--- src/design/cmm_pkg.sv ---
package cmm_pkg;

  localparam int SEGMENT_COUNT_DEF = 8;
  localparam int PAGE_COUNT        = 4;
  localparam int PAGE_BITS         = 2;
  localparam int OFS_BITS          = 14;
  localparam int MAGIC_LEN         = 12;

  localparam logic [4:0]  CODE_READ  = 5'h0B;
  localparam logic [4:0]  CODE_WRITE = 5'h0D;
  localparam logic [4:0]  CODE_IOWR  = 5'h15;
  localparam logic [7:0]  PORT_BASE  = 8'hFC;
  localparam logic [11:0] MAGIC_HI   = 12'h5F0;

  localparam logic [1:0] MODE_RAM  = 2'd0;
  localparam logic [1:0] MODE_MENU = 2'd2;

  localparam logic [7:0] BYTE_FF = 8'hFF;

  typedef enum logic [1:0] {
    CMD_READ,
    CMD_WRITE,
    CMD_IOWR,
    CMD_FOREIGN
  } cmd_t;

  typedef struct packed {
    logic       action;
    logic [15:0] address;
    logic [7:0] write_data;
    logic [7:0] control_lines;
    logic [7:0] preload_segment;
  } in_item_t;

  typedef struct packed {
    logic       reply_kind;
    logic [7:0] read_data;
    logic       unlocked;
  } out_item_t;

  typedef struct packed {
    logic       valid;
    logic       reply_kind;
    logic       force_ff;
    logic       unlocked;
  } res_meta_t;

  typedef struct packed {
    logic       we;
    logic       re;
    logic [7:0] wdata;
  } mem_req_t;

  function automatic cmd_t decode_cmd(input logic [7:0] ctrl);
    logic [4:0] code;
    cmd_t       cmd;
    code = ~ctrl[4:0];
    case (code)
      CODE_READ:  cmd = CMD_READ;
      CODE_WRITE: cmd = CMD_WRITE;
      CODE_IOWR:  cmd = CMD_IOWR;
      default:    cmd = CMD_FOREIGN;
    endcase
    return cmd;
  endfunction

  function automatic logic [7:0] magic_byte(input logic [3:0] idx);
    logic [7:0] b;
    case (idx)
      4'd0:    b = 8'h4F;
      4'd1:    b = 8'h50;
      4'd2:    b = 8'h45;
      4'd3:    b = 8'h4E;
      4'd4:    b = 8'h20;
      4'd5:    b = 8'h54;
      4'd6:    b = 8'h48;
      4'd7:    b = 8'h45;
      4'd8:    b = 8'h20;
      4'd9:    b = 8'h41;
      4'd10:   b = 8'h52;
      4'd11:   b = 8'h4B;
      default: b = 8'h00;
    endcase
    return b;
  endfunction

endpackage

--- src/design/cmm_ctrl.sv ---
module cmm_ctrl #(
  parameter int SEGMENT_COUNT = cmm_pkg::SEGMENT_COUNT_DEF,
  parameter int AW = cmm_pkg::OFS_BITS + $clog2(SEGMENT_COUNT)
) (
  input  logic               clk,
  input  logic               rst_n,
  input  logic               in_valid,
  output logic               in_stall,
  input  cmm_pkg::in_item_t  in_item,
  input  logic               cfg_valid,
  input  logic [1:0]         cfg_data,
  input  logic               res_ready,
  output cmm_pkg::res_meta_t res,
  output cmm_pkg::mem_req_t  mem_req,
  output logic [AW-1:0]      mem_addr
);

  localparam int SW = $clog2(SEGMENT_COUNT);
  localparam logic [8:0] SEG_LIMIT = 9'(SEGMENT_COUNT);
  localparam logic [3:0] MAGIC_LAST = 4'(cmm_pkg::MAGIC_LEN);

  logic              s1_valid_r, s1_valid_nxt;
  cmm_pkg::in_item_t s1_item_r;
  logic [1:0]        mode_r, mode_nxt;
  logic [7:0]        map_r [cmm_pkg::PAGE_COUNT];
  logic [7:0]        map_nxt [cmm_pkg::PAGE_COUNT];
  logic [3:0]        magic_idx_r, magic_idx_nxt;
  logic              unlocked_r, unlocked_nxt;

  cmm_pkg::cmd_t  cmd;
  logic           ram, menu, produces, fire, accept;
  logic [7:0]     seg;
  logic           seg_ok, pseg_ok, magic_hit;
  logic [AW-1:0]  mapped_addr, flat_addr, preload_addr;

  always_comb begin
    cmd      = cmm_pkg::decode_cmd(s1_item_r.control_lines);
    ram      = (mode_r == cmm_pkg::MODE_RAM);
    menu     = (mode_r == cmm_pkg::MODE_MENU);
    produces = !s1_item_r.action && (cmd == cmm_pkg::CMD_READ || cmd == cmm_pkg::CMD_FOREIGN);
    fire     = s1_valid_r && (!produces || res_ready);
    in_stall = s1_valid_r && !fire;
    accept   = in_valid && !in_stall;

    seg     = map_r[s1_item_r.address[15:14]];
    seg_ok  = ({1'b0, seg} < SEG_LIMIT);
    pseg_ok = ({1'b0, s1_item_r.preload_segment} < SEG_LIMIT);
    mapped_addr  = {seg[SW-1:0], s1_item_r.address[cmm_pkg::OFS_BITS-1:0]};
    preload_addr = {s1_item_r.preload_segment[SW-1:0],
                    s1_item_r.address[cmm_pkg::OFS_BITS-1:0]};
    flat_addr    = AW'(s1_item_r.address);
    magic_hit = (magic_idx_r < MAGIC_LAST) &&
                (s1_item_r.address == {cmm_pkg::MAGIC_HI, magic_idx_r}) &&
                (s1_item_r.write_data == cmm_pkg::magic_byte(magic_idx_r));

    s1_valid_nxt  = accept ? 1'b1 : (fire ? 1'b0 : s1_valid_r);
    mode_nxt      = mode_r;
    map_nxt       = map_r;
    magic_idx_nxt = magic_idx_r;
    unlocked_nxt  = unlocked_r;
    mem_req.we    = 1'b0;
    mem_req.re    = 1'b0;
    mem_req.wdata = s1_item_r.write_data;
    mem_addr      = flat_addr;
    res.valid      = fire && produces;
    res.reply_kind = (cmd != cmm_pkg::CMD_READ);
    res.force_ff   = ram && !seg_ok;
    res.unlocked   = unlocked_r;

    if (fire) begin
      if (s1_item_r.action) begin
        mem_req.we = pseg_ok;
        mem_addr   = preload_addr;
      end else begin
        case (cmd)
          cmm_pkg::CMD_READ: begin
            if (ram) begin
              mem_req.re = seg_ok;
              mem_addr   = mapped_addr;
            end else begin
              mem_req.re = 1'b1;
            end
          end
          cmm_pkg::CMD_WRITE: begin
            if (ram) begin
              mem_req.we = seg_ok;
              mem_addr   = mapped_addr;
            end else if (menu) begin
              if (unlocked_r) begin
                mem_req.we = 1'b1;
              end else if (magic_hit) begin
                magic_idx_nxt = magic_idx_r + 4'd1;
                unlocked_nxt  = (magic_idx_r + 4'd1 == MAGIC_LAST);
              end
            end
          end
          cmm_pkg::CMD_IOWR: begin
            if (ram && s1_item_r.address[7:0] >= cmm_pkg::PORT_BASE) begin
              map_nxt[s1_item_r.address[1:0]] = s1_item_r.write_data;
            end
          end
          default: begin
          end
        endcase
      end
    end

    if (cfg_valid) begin
      mode_nxt      = cfg_data;
      magic_idx_nxt = '0;
      unlocked_nxt  = 1'b0;
    end
  end

  always_ff @(posedge clk) begin
    if (!rst_n) begin
      s1_valid_r  <= 1'b0;
      mode_r      <= cmm_pkg::MODE_RAM;
      magic_idx_r <= '0;
      unlocked_r  <= 1'b0;
      for (int p = 0; p < cmm_pkg::PAGE_COUNT; p++) begin
        map_r[p] <= 8'(cmm_pkg::PAGE_COUNT - 1 - p);
      end
    end else begin
      s1_valid_r  <= s1_valid_nxt;
      mode_r      <= mode_nxt;
      magic_idx_r <= magic_idx_nxt;
      unlocked_r  <= unlocked_nxt;
      map_r       <= map_nxt;
    end
  end

  always_ff @(posedge clk) begin
    if (accept) begin
      s1_item_r <= in_item;
    end
  end

endmodule

--- config.mk ---
export PLATFORM = sky130hd
export DESIGN_NAME = cmm_ctrl
export DESIGN_NICKNAME = d
export VERILOG_FILES = /design/src/design/cmm_pkg.sv /design/src/design/cmm_ctrl.sv
export SDC_FILE = /design/constraint.sdc
export NUM_CORES = 1
export LEC_CHECK = 0
export BUFFER_PORTS_ARGS = -buffer_cell sky130_fd_sc_hd__buf_2
export CAP_MARGIN = 20
export CORE_ASPECT_RATIO = 0.8
export CORE_MARGIN = 2
export CORE_UTILIZATION = 25
export CTS_CLUSTER_SIZE = 28
export DETAILED_ROUTE_END_ITERATION = 8
export PLACE_DENSITY_LB_ADDON = 0.12
export SETUP_SLACK_MARGIN = 0.5
export SLEW_MARGIN = 30
export SYNTH_ARGS = -nofsm -noshare
export SYNTH_HDL_FRONTEND = slang
export SYNTH_SLANG_ARGS = --single-unit
--- constraint.sdc ---
create_clock -name clk -period 3.35 [get_ports clk]
set_input_delay 0.335 -clock clk [delete_from_list [all_inputs] [get_ports clk]]
set_output_delay 0.335 -clock clk [all_outputs]
set_load 0.01 [all_outputs]
==> run metrics <==
gp weighted congestion just under 0.8; Register Area around 2100 um^2; Max clock buf depth 2; critical path type register to register; placed cell areas 4470 um^2; Slew headroom roughly three fifths; die height 115 um; Reg clk slew, reported paths 0.07 ns; ys async rst share 0%; PortBufs 76; WP data arrival 3.29 ns; core area 15100 um^2; Max Cap Viol 0; H-tree levels 3; first-pass GRT wire length 15600 um; crit-path max FO 3; fillers 1565; Ports 80; Multi-input gate area 1670 um^2; final core occ 32.9%; number of CTS-inserted buffers 9; Synth top area share 29.5%; top post-synthesis cells by area edfxtp_1 30%, dfxtp_1 24%, mux2i_1 11%; Power Density 461 nW/um^2; Worst Path Required 3.60 ns; Max Freq 0.329 GHz; DR iter-0 viols 108; Yosys top cell by area edfxtp_1; initial antenna violation count 0; largest net degree at the start of global routing 39; Worst Setup Start Kind register; num rows 40; post-route ant nets 0; die area about 16000 um^2; Mapped Area 3870 um^2; DR pass1 iterations 6; cells after synthesis 334; Final Hold Fails 0; vias 2729; Area Growth Syn to Fin 28.2%; Initial Util 25.7%; max-slew violations 0; Hold Crit Class primary input to register; Syn Area/Cell 11.6 um^2; hold_buf cts 0; DP HPWL 7290 um; Distinct cells, synth 50; Primary FF master, synth dfxtp_1; DR DRC count 0; commonest non-fill, non-tap cell in the layout buf_2; layout cell share with drive strength beyond 1 35.1%; sequential area share after synthesis 53.9%; Ys Warns 0; RSZ-0062 raised after global routing true; fin crit period 3.04 ns; gr ovfl total 0; Die X-Extent 143 um; vias in the first global route about 2700; post-synthesis net count ~390; Post-synth EDFFs 38; drt wl/cell about 16 um; routed wire length 10100 um; clock sink total 85; Final Setup Violations 0; Leak 2.06 nW; final worst-path cycle share 90.7%; setup TNS 0 ns; post-route cell area roughly 5000 um^2; Total Nets Final roughly 470; status finished, final reports clean; Clock Skews around 0.010 ns; worst vdd ir 204 uV; ant diodes 0; Least-Margin Pin Slew roughly 0.59 ns; Worst-Skew Late Latency approximately 0.35 ns; Worst Setup End Kind register; Vias/cell 4.30; CTS Root Cell clkbuf_16; gr usage total 12.9%; #FFs+latches synth 85; most frequent cells in the layout 76 x buf_2, 47 x dfxtp_1, 41 x mux2i_1, 38 x edfxtp_1, 34 x nor2b_1; CTS tree done
-- layer usage --
metal / GRT usage, % / vias to the layer above / routed length, um
met5: 0 / - / 0
met4: 3.70 / 0 / 128
met3: 4.66 / 10 / 474
met1: 17.8 / 1319 / 4860
met2: 19.1 / 51 / 4670
li1: - / 1349 / -
-- final cells by class --
cell class,count,share of cell area [%]
inverter,5,0.429
clock buffer,11,4.70
multi-input combinational,209,33.8
clock inverter,5,1.04
tap,210,5.30
timing repair buffer,109,12.8
sequential,85,42.0
-- critical path: stages, from the launching register on --
cell and delay, ns:
edfxtp_1 0.39, or4b_4 0.56, nor4b_4 0.31, nand4_1 0.21, nor4_4 0.17, buf_4 0.18, mux2_4 0.31, and2_4 0.18
inv_4 0.06, ha_4 0.19, mux2_2 0.25, and2_4 0.13
-- cell usage after synthesis, types with 2 or more instances --
cell type   n
xnor2_1     4
nand2b_1    5
nor2_1     15
nand3_1     6
mux2i_1    41
nor3_1      8
nand3b_1    5
o31ai_1     2
clkbuf_1   11
nor4_1      6
o21ai_0     7
or4_1       3
buf_4      23
a22o_1      2
a31oi_1     5
nand2_1     8
edfxtp_1   38
inv_1       4
a21oi_1     7
xor2_1      9
nand4_1     3
or3b_1      2
nor2b_1    35
mux2_2      3
dfxtp_1    47
and2_1      5
nor3b_1     3
ha_1        5
-- per-stage QoR --
stage	total power [mW]	setup slack, ns	hold slack, ns	cells
floorplan	1.25	0.367	0.434	334
detailed placement	1.32	0.0696	0.462	605
finish	2.29	0.311	0.157	634
CTS	2.33	0.282	0.140	629
global route	2.39	0.208	0.133	634
global placement	1.32	0.172	0.455	605
-- path summary, 6_finish.rpt --
kind                                   start            to  slack (ns)  cells after the start
worst max-delay path            flat_addr[4]      register        0.31                     11
worst min-delay path             in_item[29]  flat_addr[5]        0.16                      1
worst max register to register  flat_addr[4]      register        0.31                     11
worst min register to register      map_r[8]      map_r[8]        0.47                      2
-- flip-flops by register name (all words and copies together) (netlist names), named ones only --
signal	cells
map_r	32
flat_addr	16
s1_item_r	11
mem_req	8
magic_idx_r	4
preload_addr	3
mode_r	2
s1_valid_r	1
unlocked_r	1
-- power by group --
group          switching, mW  internal [mW]  total [mW]
Combinational         0.0827         0.0742       0.157
Sequential            0.0284           1.12        1.15
Clock                  0.407          0.575       0.982
-- kinds of logic (layout without fill, tap and decap cells) --
logic type / Yosys count / after routing / synth area share (%)
and+or+nand+nor: 115 / 115 / 18.4
DFF: 85 / 85 / 53.9
adders and majority gates: 5 / 5 / 1.62
muxes: 45 / 45 / 12.1
AOI/OAI and AO/OA: 31 / 31 / 5.02
xor gates and xnor gates: 13 / 13 / 2.95
buffers and inverters: 40 / 130 / 6.15
-- repair_timing --
item / 4_1_cts / 5_1_grt
resized for setup: 10 / 10
buffers inserted: 8 / 5
endpoints found under the setup margin: 7 / 18
hold endpoints to repair: 0 / 0
pin swaps: 6 / 5
(Power assumes the default switching activity.)
